### src/hdl/triangle_tangent_unit_defines.svh
// Assertion macros used by the RTL.
`ifndef TRIANGLE_TANGENT_UNIT_DEFINES_SVH
`define TRIANGLE_TANGENT_UNIT_DEFINES_SVH

// Checked only while out of reset.
`define TTU_ASSERT(lbl, prop, msg) \
    lbl: assert property (@(posedge i_clk) disable iff (!i_rst_n) prop) else $error(msg);

// Checked at every edge, reset included.
`define TTU_ASSERT_ALWAYS(lbl, prop, msg) \
    lbl: assert property (@(posedge i_clk) prop) else $error(msg);

`endif

### src/hdl/ttu_pkg.sv
`default_nettype none
package ttu_pkg;
    localparam int CoordWidth = 32;
    localparam int PosW  = (CoordWidth < 32) ? CoordWidth : 32;
    localparam int EW    = PosW + 1;       // edge width
    localparam int TexW  = 16;
    localparam int DW    = TexW + 1;       // uv delta width
    localparam int RW    = EW + DW + 1;    // raw tangent / det width
    localparam int MagW  = 30;             // normalized magnitude
    localparam int SumW  = 2 * MagW + 2;   // sum of three squares
    localparam int RootW = SumW / 2;
    localparam int RemW  = RootW + 3;
    localparam int FracW = 14;
    localparam int NumW  = MagW + FracW + 1;
    localparam int DremW = RootW + 2;
    localparam int QW    = 16;
    localparam int CntW  = 6;
    localparam logic [QW-1:0] OneQ = QW'(1 << FracW);

    typedef enum logic [1:0] {
        PH_FIRST, PH_SECOND, PH_THIRD
    } t_phase;

    typedef enum logic [3:0] {
        S_IDLE, S_MUL, S_SIGN, S_NORM, S_SQ, S_SQRT, S_DIVSET, S_DIV, S_FIN, S_DONE
    } t_state;

    typedef struct packed {
        logic signed [EW-1:0] e1_x;
        logic signed [EW-1:0] e1_y;
        logic signed [EW-1:0] e1_z;
        logic signed [EW-1:0] d1_u;
        logic signed [EW-1:0] e2_x;
        logic signed [EW-1:0] e2_y;
        logic signed [EW-1:0] e2_z;
        logic signed [EW-1:0] d2_u;
        logic signed [DW-1:0] d1_v;
        logic signed [DW-1:0] d2_v;
    } t_operands;

    typedef struct packed {
        logic signed [QW-1:0] tx;
        logic signed [QW-1:0] ty;
        logic signed [QW-1:0] tz;
        logic                 deg;
    } t_result;

    typedef struct packed {
        logic idle;
        logic done;
    } t_core_stat;
endpackage
`default_nettype wire

### src/hdl/ttu_core.sv
`default_nettype none
module ttu_core (
    input  wire                    i_clk,
    input  wire                    i_rst_n,
    input  wire                    i_start,
    input  ttu_pkg::t_operands     i_ops,
    input  wire                    i_ack,
    output ttu_pkg::t_core_stat    o_stat,
    output ttu_pkg::t_result       o_res
);
    localparam int RW = ttu_pkg::RW;
    localparam int EW = ttu_pkg::EW;
    localparam int DW = ttu_pkg::DW;
    localparam int MagW = ttu_pkg::MagW;
    localparam int SumW = ttu_pkg::SumW;
    localparam int RootW = ttu_pkg::RootW;
    localparam int RemW = ttu_pkg::RemW;
    localparam int NumW = ttu_pkg::NumW;
    localparam int DremW = ttu_pkg::DremW;
    localparam int QW = ttu_pkg::QW;
    localparam int CntW = ttu_pkg::CntW;

    ttu_pkg::t_state r_state, n_state;

    logic signed [EW-1:0]  r_a [4];
    logic signed [EW-1:0]  r_b [4];
    logic        [DW-1:0]  r_m2v, r_m1v;
    logic signed [RW-1:0]  r_acc [4];
    logic        [CntW-1:0] r_cnt;
    logic        [RW-1:0]  r_mag [3];
    logic                  r_neg [3];
    logic                  r_detz;
    logic        [MagW-1:0] r_sqm [3];
    logic        [SumW-1:0] r_sum;
    logic        [RemW-1:0] r_rem;
    logic        [RootW-1:0] r_root;
    logic        [NumW-1:0] r_num [3];
    logic        [DremW-1:0] r_drem [3];
    logic        [QW-1:0]  r_quo [3];
    ttu_pkg::t_result      r_res;

    // datapath helpers
    logic signed [RW-1:0]  mul_t [4];
    logic        [RW-1:0]  mag_or;
    logic                  norm_hi, norm_lo, degen;
    logic        [SumW-1:0] sq_add;
    logic        [RemW-1:0] sq_rs, sq_trial;
    logic        [DremW-1:0] dv_s [3];
    logic                  dv_ge [3];
    logic        [QW-1:0]  q_cl [3];

    always_comb begin
        for (int k = 0; k < 4; k++) begin
            mul_t[k] = (r_m2v[DW-1] ? RW'(r_a[k]) : '0) - (r_m1v[DW-1] ? RW'(r_b[k]) : '0);
        end
        mag_or  = r_mag[0] | r_mag[1] | r_mag[2];
        norm_hi = |mag_or[RW-1:MagW];
        norm_lo = !mag_or[MagW-1];
        degen   = r_detz || (mag_or == '0);
        sq_add  = '0;
        for (int k = 0; k < 3; k++) begin
            sq_add = sq_add + (r_sqm[k][MagW-1] ? SumW'(r_mag[k][MagW-1:0]) : '0);
        end
        sq_rs    = {r_rem[RemW-3:0], r_sum[SumW-1 -: 2]};
        sq_trial = {1'b0, r_root, 2'b01};
        for (int k = 0; k < 3; k++) begin
            dv_s[k]  = {r_drem[k][DremW-2:0], r_num[k][NumW-1]};
            dv_ge[k] = dv_s[k] >= DremW'(r_root);
            q_cl[k]  = (r_quo[k] > ttu_pkg::OneQ) ? ttu_pkg::OneQ : r_quo[k];
        end
    end

    // next state
    always_comb begin
        n_state = r_state;
        unique case (r_state)
            ttu_pkg::S_IDLE:   if (i_start) n_state = ttu_pkg::S_MUL;
            ttu_pkg::S_MUL:    if (r_cnt == '0) n_state = ttu_pkg::S_SIGN;
            ttu_pkg::S_SIGN:   n_state = ttu_pkg::S_NORM;
            ttu_pkg::S_NORM: begin
                if (degen) n_state = ttu_pkg::S_DONE;
                else if (!norm_hi && !norm_lo) n_state = ttu_pkg::S_SQ;
            end
            ttu_pkg::S_SQ:     if (r_cnt == '0) n_state = ttu_pkg::S_SQRT;
            ttu_pkg::S_SQRT:   if (r_cnt == '0) n_state = ttu_pkg::S_DIVSET;
            ttu_pkg::S_DIVSET: n_state = ttu_pkg::S_DIV;
            ttu_pkg::S_DIV:    if (r_cnt == '0) n_state = ttu_pkg::S_FIN;
            ttu_pkg::S_FIN:    n_state = ttu_pkg::S_DONE;
            ttu_pkg::S_DONE:   if (i_ack) n_state = ttu_pkg::S_IDLE;
            default:           n_state = ttu_pkg::S_IDLE;
        endcase
    end

    always_ff @(posedge i_clk) begin
        if (!i_rst_n) r_state <= ttu_pkg::S_IDLE;
        else          r_state <= n_state;
    end

    // datapath
    always_ff @(posedge i_clk) begin
        unique case (r_state)
            ttu_pkg::S_IDLE: begin
                r_a[0] <= i_ops.e1_x; r_a[1] <= i_ops.e1_y;
                r_a[2] <= i_ops.e1_z; r_a[3] <= i_ops.d1_u;
                r_b[0] <= i_ops.e2_x; r_b[1] <= i_ops.e2_y;
                r_b[2] <= i_ops.e2_z; r_b[3] <= i_ops.d2_u;
                r_m2v  <= i_ops.d2_v;
                r_m1v  <= i_ops.d1_v;
                r_cnt  <= CntW'(DW - 1);
                for (int k = 0; k < 4; k++) r_acc[k] <= '0;
            end
            // MSB first shift-add; top bit carries negative weight
            ttu_pkg::S_MUL: begin
                for (int k = 0; k < 4; k++) begin
                    if (r_cnt == CntW'(DW - 1)) r_acc[k] <= -mul_t[k];
                    else                        r_acc[k] <= (r_acc[k] <<< 1) + mul_t[k];
                end
                r_m2v <= r_m2v << 1;
                r_m1v <= r_m1v << 1;
                r_cnt <= r_cnt - 1'b1;
            end
            ttu_pkg::S_SIGN: begin
                for (int k = 0; k < 3; k++) begin
                    r_mag[k] <= r_acc[k][RW-1] ? RW'(-r_acc[k]) : RW'(r_acc[k]);
                    r_neg[k] <= r_acc[k][RW-1] ^ r_acc[3][RW-1];
                end
                r_detz <= (r_acc[3] == '0);
            end
            // bring the largest magnitude into [2^29, 2^30)
            ttu_pkg::S_NORM: begin
                for (int k = 0; k < 3; k++) begin
                    if (norm_hi)      r_mag[k] <= r_mag[k] >> 1;
                    else if (norm_lo) r_mag[k] <= r_mag[k] << 1;
                    r_sqm[k] <= r_mag[k][MagW-1:0];
                end
                r_sum <= '0;
                r_cnt <= CntW'(MagW - 1);
                r_res <= '{tx: '0, ty: '0, tz: '0, deg: 1'b1};
            end
            ttu_pkg::S_SQ: begin
                r_sum <= (r_sum << 1) + sq_add;
                for (int k = 0; k < 3; k++) r_sqm[k] <= r_sqm[k] << 1;
                r_rem  <= '0;
                r_root <= '0;
                r_cnt  <= (r_cnt == '0) ? CntW'(RootW - 1) : r_cnt - 1'b1;
            end
            // two radicand bits per step
            ttu_pkg::S_SQRT: begin
                if (sq_rs >= sq_trial) begin
                    r_rem  <= sq_rs - sq_trial;
                    r_root <= {r_root[RootW-2:0], 1'b1};
                end else begin
                    r_rem  <= sq_rs;
                    r_root <= {r_root[RootW-2:0], 1'b0};
                end
                r_sum <= r_sum << 2;
                r_cnt <= r_cnt - 1'b1;
            end
            ttu_pkg::S_DIVSET: begin
                for (int k = 0; k < 3; k++) begin
                    r_num[k]  <= {1'b0, r_mag[k][MagW-1:0], ttu_pkg::FracW'(0)}
                                 + NumW'(r_root >> 1);
                    r_drem[k] <= '0;
                    r_quo[k]  <= '0;
                end
                r_cnt <= CntW'(NumW - 1);
            end
            // restoring division, one quotient bit per lane per step
            ttu_pkg::S_DIV: begin
                for (int k = 0; k < 3; k++) begin
                    r_drem[k] <= dv_ge[k] ? dv_s[k] - DremW'(r_root) : dv_s[k];
                    r_quo[k]  <= {r_quo[k][QW-2:0], dv_ge[k]};
                    r_num[k]  <= r_num[k] << 1;
                end
                r_cnt <= r_cnt - 1'b1;
            end
            ttu_pkg::S_FIN: begin
                r_res.tx  <= r_neg[0] ? -q_cl[0] : q_cl[0];
                r_res.ty  <= r_neg[1] ? -q_cl[1] : q_cl[1];
                r_res.tz  <= r_neg[2] ? -q_cl[2] : q_cl[2];
                r_res.deg <= 1'b0;
            end
            ttu_pkg::S_DONE: begin
            end
            default: begin
            end
        endcase
    end

    // status
    always_comb begin
        o_stat.idle = (r_state == ttu_pkg::S_IDLE);
        o_stat.done = (r_state == ttu_pkg::S_DONE);
        o_res       = r_res;
    end
endmodule
`default_nettype wire

### src/hdl/triangle_tangent_unit.sv
// Per-triangle tangent from vertex positions and texture coordinates.
// Input channel (i_in_valid / o_in_ready): one vertex per transfer, position
// in Q16.16 and uv in Q4.12. Every third vertex closes a triangle.
// Output channel (o_out_valid / i_out_ready): one unit tangent in Q1.14 per
// triangle, plus a degenerate flag (zero vector) when the uv determinant or
// the raw tangent is zero.
// The first two vertices of a triangle are always taken. The
// third starts a bit-serial sequencer: shift-add multiply, a sign step,
// one-bit normalize shifts, squaring, square root, a setup step, division
// and a finish step.
// A degenerate triangle skips the arithmetic after the sign step.
// While it runs the next triangle's first two vertices are still taken;
// its third vertex waits for the sequencer.
// A stalled receiver holds the result in the output register; the sequencer
// then waits with its next result until that register empties.
// Reset returns the vertex count to the first vertex and empties the
// output; stored vertices are not cleared.
`default_nettype none
`include "triangle_tangent_unit_defines.svh"
module triangle_tangent_unit (
    input  wire                               i_clk,
    input  wire                               i_rst_n,
    input  wire                               i_in_valid,
    output logic                              o_in_ready,
    input  wire  signed [31:0]                i_pos_x,
    input  wire  signed [31:0]                i_pos_y,
    input  wire  signed [31:0]                i_pos_z,
    input  wire  signed [ttu_pkg::TexW-1:0]   i_tex_u,
    input  wire  signed [ttu_pkg::TexW-1:0]   i_tex_v,
    output logic                              o_out_valid,
    input  wire                               i_out_ready,
    output logic signed [ttu_pkg::QW-1:0]     o_tangent_x,
    output logic signed [ttu_pkg::QW-1:0]     o_tangent_y,
    output logic signed [ttu_pkg::QW-1:0]     o_tangent_z,
    output logic                              o_degenerate
);
    localparam int PosW = ttu_pkg::PosW;
    localparam int EW = ttu_pkg::EW;
    localparam int TexW = ttu_pkg::TexW;
    localparam int DW = ttu_pkg::DW;

    ttu_pkg::t_phase       r_phase;
    logic [PosW-1:0]       r_p0 [3];
    logic [PosW-1:0]       r_p1 [3];
    logic [TexW-1:0]       r_t0 [2];
    logic [TexW-1:0]       r_t1 [2];
    ttu_pkg::t_result      r_out;
    logic                  r_out_valid;

    logic                  in_xfer, start, ack;
    logic signed [EW-1:0]  p0s [3];
    logic signed [EW-1:0]  p1s [3];
    logic signed [EW-1:0]  p2s [3];
    logic signed [DW-1:0]  t0s [2];
    logic signed [DW-1:0]  t1s [2];
    logic signed [DW-1:0]  t2s [2];
    ttu_pkg::t_operands    ops;
    ttu_pkg::t_core_stat   stat;
    ttu_pkg::t_result      res;
    logic                  tan_zero, tan_in_range;

    // handshake
    assign o_in_ready = (r_phase != ttu_pkg::PH_THIRD) || stat.idle;
    assign in_xfer    = i_in_valid && o_in_ready;
    assign start      = in_xfer && (r_phase == ttu_pkg::PH_THIRD);
    assign ack        = !r_out_valid || i_out_ready;

    // sign-extend and form edges and uv deltas
    always_comb begin
        p2s[0] = EW'(signed'(i_pos_x[PosW-1:0]));
        p2s[1] = EW'(signed'(i_pos_y[PosW-1:0]));
        p2s[2] = EW'(signed'(i_pos_z[PosW-1:0]));
        for (int k = 0; k < 3; k++) begin
            p0s[k] = EW'(signed'(r_p0[k]));
            p1s[k] = EW'(signed'(r_p1[k]));
        end
        t2s[0] = DW'(i_tex_u);
        t2s[1] = DW'(i_tex_v);
        for (int k = 0; k < 2; k++) begin
            t0s[k] = DW'(signed'(r_t0[k]));
            t1s[k] = DW'(signed'(r_t1[k]));
        end
        ops.e1_x = p1s[0] - p0s[0];
        ops.e1_y = p1s[1] - p0s[1];
        ops.e1_z = p1s[2] - p0s[2];
        ops.e2_x = p2s[0] - p0s[0];
        ops.e2_y = p2s[1] - p0s[1];
        ops.e2_z = p2s[2] - p0s[2];
        ops.d1_u = EW'(DW'(t1s[0] - t0s[0]));
        ops.d2_u = EW'(DW'(t2s[0] - t0s[0]));
        ops.d1_v = t1s[1] - t0s[1];
        ops.d2_v = t2s[1] - t0s[1];
    end

    // vertex count
    always_ff @(posedge i_clk) begin
        if (!i_rst_n) begin
            r_phase <= ttu_pkg::PH_FIRST;
        end else if (in_xfer) begin
            unique case (r_phase)
                ttu_pkg::PH_FIRST:  r_phase <= ttu_pkg::PH_SECOND;
                ttu_pkg::PH_SECOND: r_phase <= ttu_pkg::PH_THIRD;
                default:            r_phase <= ttu_pkg::PH_FIRST;
            endcase
        end
    end

    // first and second vertex store
    always_ff @(posedge i_clk) begin
        if (in_xfer && r_phase == ttu_pkg::PH_SECOND) begin
            r_p1[0] <= i_pos_x[PosW-1:0];
            r_p1[1] <= i_pos_y[PosW-1:0];
            r_p1[2] <= i_pos_z[PosW-1:0];
            r_t1[0] <= i_tex_u;
            r_t1[1] <= i_tex_v;
        end else if (in_xfer && r_phase != ttu_pkg::PH_THIRD) begin
            r_p0[0] <= i_pos_x[PosW-1:0];
            r_p0[1] <= i_pos_y[PosW-1:0];
            r_p0[2] <= i_pos_z[PosW-1:0];
            r_t0[0] <= i_tex_u;
            r_t0[1] <= i_tex_v;
        end
    end

    ttu_core u_core (
        .i_clk   (i_clk),
        .i_rst_n (i_rst_n),
        .i_start (start),
        .i_ops   (ops),
        .i_ack   (ack),
        .o_stat  (stat),
        .o_res   (res)
    );

    // output register
    always_ff @(posedge i_clk) begin
        if (!i_rst_n) begin
            r_out_valid <= 1'b0;
        end else if (stat.done && ack) begin
            r_out_valid <= 1'b1;
        end else if (i_out_ready) begin
            r_out_valid <= 1'b0;
        end
    end

    always_ff @(posedge i_clk) begin
        if (stat.done && ack) r_out <= res;
    end

    assign o_out_valid  = r_out_valid;
    assign o_tangent_x  = r_out.tx;
    assign o_tangent_y  = r_out.ty;
    assign o_tangent_z  = r_out.tz;
    assign o_degenerate = r_out.deg;

    // terms for the checks
    assign tan_zero = (o_tangent_x == '0) && (o_tangent_y == '0) && (o_tangent_z == '0);
    assign tan_in_range = (o_tangent_x <= 16'sd16384) && (o_tangent_x >= -16'sd16384)
                       && (o_tangent_y <= 16'sd16384) && (o_tangent_y >= -16'sd16384)
                       && (o_tangent_z <= 16'sd16384) && (o_tangent_z >= -16'sd16384);

    // checks
    `TTU_ASSERT(a_start_busy, start |=> !stat.idle, "sequencer did not start on third vertex")
    `TTU_ASSERT(a_deg_zero, (o_out_valid && o_degenerate) |-> tan_zero, "degenerate not zero")
    `TTU_ASSERT(a_range, o_out_valid |-> tan_in_range, "tangent out of range")
    `TTU_ASSERT_ALWAYS(a_reset_empty, !$past(i_rst_n) |-> !o_out_valid, "output valid after reset")
endmodule
`default_nettype wire

### config.mk
export PLATFORM = sky130hd
export DESIGN_NAME = triangle_tangent_unit
export DESIGN_NICKNAME = d
export VERILOG_FILES = /design/src/hdl/ttu_pkg.sv /design/src/hdl/ttu_core.sv /design/src/hdl/triangle_tangent_unit.sv
export VERILOG_INCLUDE_DIRS = /design/src /design/src/hdl
export SDC_FILE = /design/constraint.sdc
export NUM_CORES = 2
export LEC_CHECK = 0
export BUFFER_PORTS_ARGS = -buffer_cell sky130_fd_sc_hd__buf_2
export CORE_UTILIZATION = 30
export DETAILED_ROUTE_END_ITERATION = 10
export GPL_ROUTABILITY_DRIVEN = 0
export HOLD_SLACK_MARGIN = 0.02
export SETUP_SLACK_MARGIN = 0.3
export SYNTH_ARGS = -nofsm -noshare
export SYNTH_HDL_FRONTEND = slang
export SYNTH_SLANG_ARGS = --single-unit
### constraint.sdc
create_clock -name i_clk -period 23.3 [get_ports i_clk]
set_input_delay 1.165 -clock i_clk [delete_from_list [all_inputs] [get_ports i_clk]]
set_output_delay 1.165 -clock i_clk [all_outputs]
set_load 0.02 [all_outputs]
==> flow_summary.ini <==
[setup_path]
required_ns = 24.08
end_kind = flip-flop
ff2ff_path_depth = 25
cpPeakStageDelay_ns = 0.61
crit_fanout = 108
crit_path_start_kind = flip-flop
cp_slowest_cell = o31ai_1
cp_common_cell = o21a_1
cp_data_arrival_time_ns = 8.63
path_class = flip-flop to flip-flop

[timing]
fmax_mhz = 127
skew_ns = 0.120
slew_headroom_pct = 22.4
period_share_pct = 33.7
setup_viol = 0
rsz0062_at_grt = false
timing.final.hold_violations = 0
min_period_ns = 7.85
setup_tns_ns = 0
maxSlewViolCount = 0
layout_setup_ws_ns = 15.45
tightest_slew_ns = 1.15

[global_routing]
globalRouteOverflowTotal = 0
grt_max_degree = 153
antenna_found_initial = 19
track_usage_pct = 14.9
globalRouteMet2Util_pct = 23.5
grt_busiest_layer = met2
grt_pass1_vias = 75600
use_met3_pct = 2.06
grtUsageMet1_pct = 21.4
grt_pass1_wl_um = 425000

[clocking]
cts_tree = done
numCtsBuffers = 181
cts_max_level = 4
cts-resized-gates = 0
hold_buffers = 0
clk_path_buf_depth = 4
clock_latency_ns = 0.97
path_clk_slew_ns = 0.06
cts_setup_buffers = 0
cts_root_buffer = clkbuf_16
clock_sinks = 1460

[placed_design]
pre_cts_slack_ns = 15.59
port_buffers = 182
dp_hpwl_um = 195000
dp_cells = 15200

[synth]
yosysMostFrequentCell = edfxtp_1
synthTopCellsByCount = edfxtp_1, nand2_1, nor2_1, ha_1, a21oi_1
synth.distinct_cells = 90
synth_top_area_share_pct = 42.0
synth_warnings = 0
syn_avg_cell_area_um2 = 9.68
synth.area.top_cells = edfxtp_1, ha_1, nand2_1
async_flop_share_pct = 0
syn_area_um2 = 104000
synth-edff-count = 1452
seq_area_frac_synth_pct = 42.2
syn_nets = 11700
ys_ff_latch = 1460
syn_inst = 10700
yosys.area.top_type = edfxtp_1
synth_flop_cell = edfxtp_1

[power]
clock_power_share_pct = 14.8
pwr-share-comb_pct = 62.4
power_leakage_nw = 46.3
p_seq_share_pct = 22.8
p_switching_mw = 8.95
switching_share_pct = 46.4
peakVddDrop_mv = 0.108
powerDensity_nw_per_um2 = 167
intPower_mw = 10.3

[detailed_routing]
drc_errors = 0
wl_per_cell_um = 17.3
wirelength_um = 269000
drtIter0Drc = 6072
vias = 79900
dr.pass1.iters = 6
final_antenna_net_count = 0
viasPerCell = 5.16

[die]
die_h_um = 590
ios = 183
rows = 215
dieArea_um2 = 348000
initial_core_util_pct = 30.2
core_area_um2 = 344000
die_w_um = 590

[layout]
regArea_um2 = 43800
fill_cells = 34900
multiInputGateArea_um2 = 56900
syn_to_final_growth_pct = 11.7
stdcell_count = 15500
drive_above_1_share_pct = 6.43
nets = 11800

[worst_hold_path]
holdPathStages = 1
min_path_type = primary input to flip-flop

[status]
status = completed

[job]
drv_cap = 0
-- metal layers --
metal,wire length (um),vias to the layer above
met5,80,-
met4,6260,16
met3,13900,357
met2,117000,1826
met1,131000,38000
li1,-,39700
-- state kept, by name, summed over array words and instances (netlist names), 48 cells and up --
signal         count
u_core.r_acc     204
u_core.r_mag     153
u_core.r_a       116
u_core.r_b       116
u_core.r_num     107
r_p0              96
r_p1              96
u_core.r_drem     96
u_core.r_sqm      90
u_core.r_sum      62
u_core.o_res      49
u_core.r_quo      48
-- worst max-delay path, delay by kind of cell (launching register included) --
kind            cells  cell delay, ns
buf+inv             2            0.44
simple gates        6            1.54
compound gates     15            4.30
flops               1            0.51
fa+ha+maj           2            0.68
-- kinds of logic after synthesis --
group                    share of synthesized area (%)
flip-flops                                        42.2
XOR/XNOR                                          7.54
AO/OA/AOI/OAI                                     18.8
buffers and inverters                             3.18
adder cells (fa/ha/maj)                           11.2
multiplexers                                     0.901
AND/OR/NAND/NOR                                   16.2
-- power groups by stage --
stage	Sequential, mW	Combinational (mW)	Clock, mW
detailed placement	4.44	11.9	0
CTS	4.39	12.0	2.93
global placement	4.44	11.8	0
global route	4.45	13.4	3.02
floorplan	4.42	9.43	0
finish	4.40	12.0	2.85
-- through the flow --
step / cell area, um^2 / hold WS, ns / total power, mW / util [%]
6_report: 116000 / 0.410 / 19.3 / 33.7
5_1_grt: 116000 / 0.381 / 20.9 / 33.7
4_1_cts: 116000 / 0.367 / 19.3 / 33.7
3_5_place_dp: 110000 / 0.405 / 16.3 / 32.0
3_3_place_gp: 110000 / 0.402 / 16.3 / 32.0
2_1_floorplan: 104000 / 0.400 / 13.9 / -
-- area by class of cell --
| cell class | instances | area share (%) |
|---|---|---|
| Antenna cell | 2 | 0.00432 |
| Clock buffer | 199 | 3.97 |
| Clock inverter | 129 | 1.11 |
| Inverter | 486 | 1.57 |
| Multi-Input combinational cell | 8380 | 49.1 |
| Sequential cell | 1460 | 37.8 |
| Tap cell | 4557 | 4.92 |
| Timing Repair Buffer | 287 | 1.50 |
-- final timing paths --
path                            slack, ns                           start                       endpoint
worst max register to register      15.45      u_core.r_m2v[16]$_DFFE_PP_  u_core.r_acc[3][50]$_DFFE_PP_
worst max-delay path                15.45      u_core.r_m2v[16]$_DFFE_PP_  u_core.r_acc[3][50]$_DFFE_PP_
worst min register to register       0.42  u_core.o_res[31]$_SDFFCE_PN0P_      o_tangent_y[14]$_DFFE_PP_
worst min-delay path                 0.41                      i_pos_x[0]           r_p1[0][0]$_DFFE_PP_
-- layout by cell type (no fill, tap or decap), drive strengths merged, types with 79 or more instances in the layout --
master	instances
and3	112
o22ai	103
a21oi	740
nor3	194
xnor2	459
xor2	434
nor2	851
nand3	162
or3	107
nor2b	113
and2	300
nor4	109
a21o	425
nand4	89
nand2b	119
o21bai	86
a21boi	79
fa	87
buf	287
clkbuf	199
a211oi	161
o31ai	116
nand2	1127
o21ai	681
inv	502
mux2i	90
edfxtp	1452
o21a	114
ha	792
(Power assumes the default switching activity.)
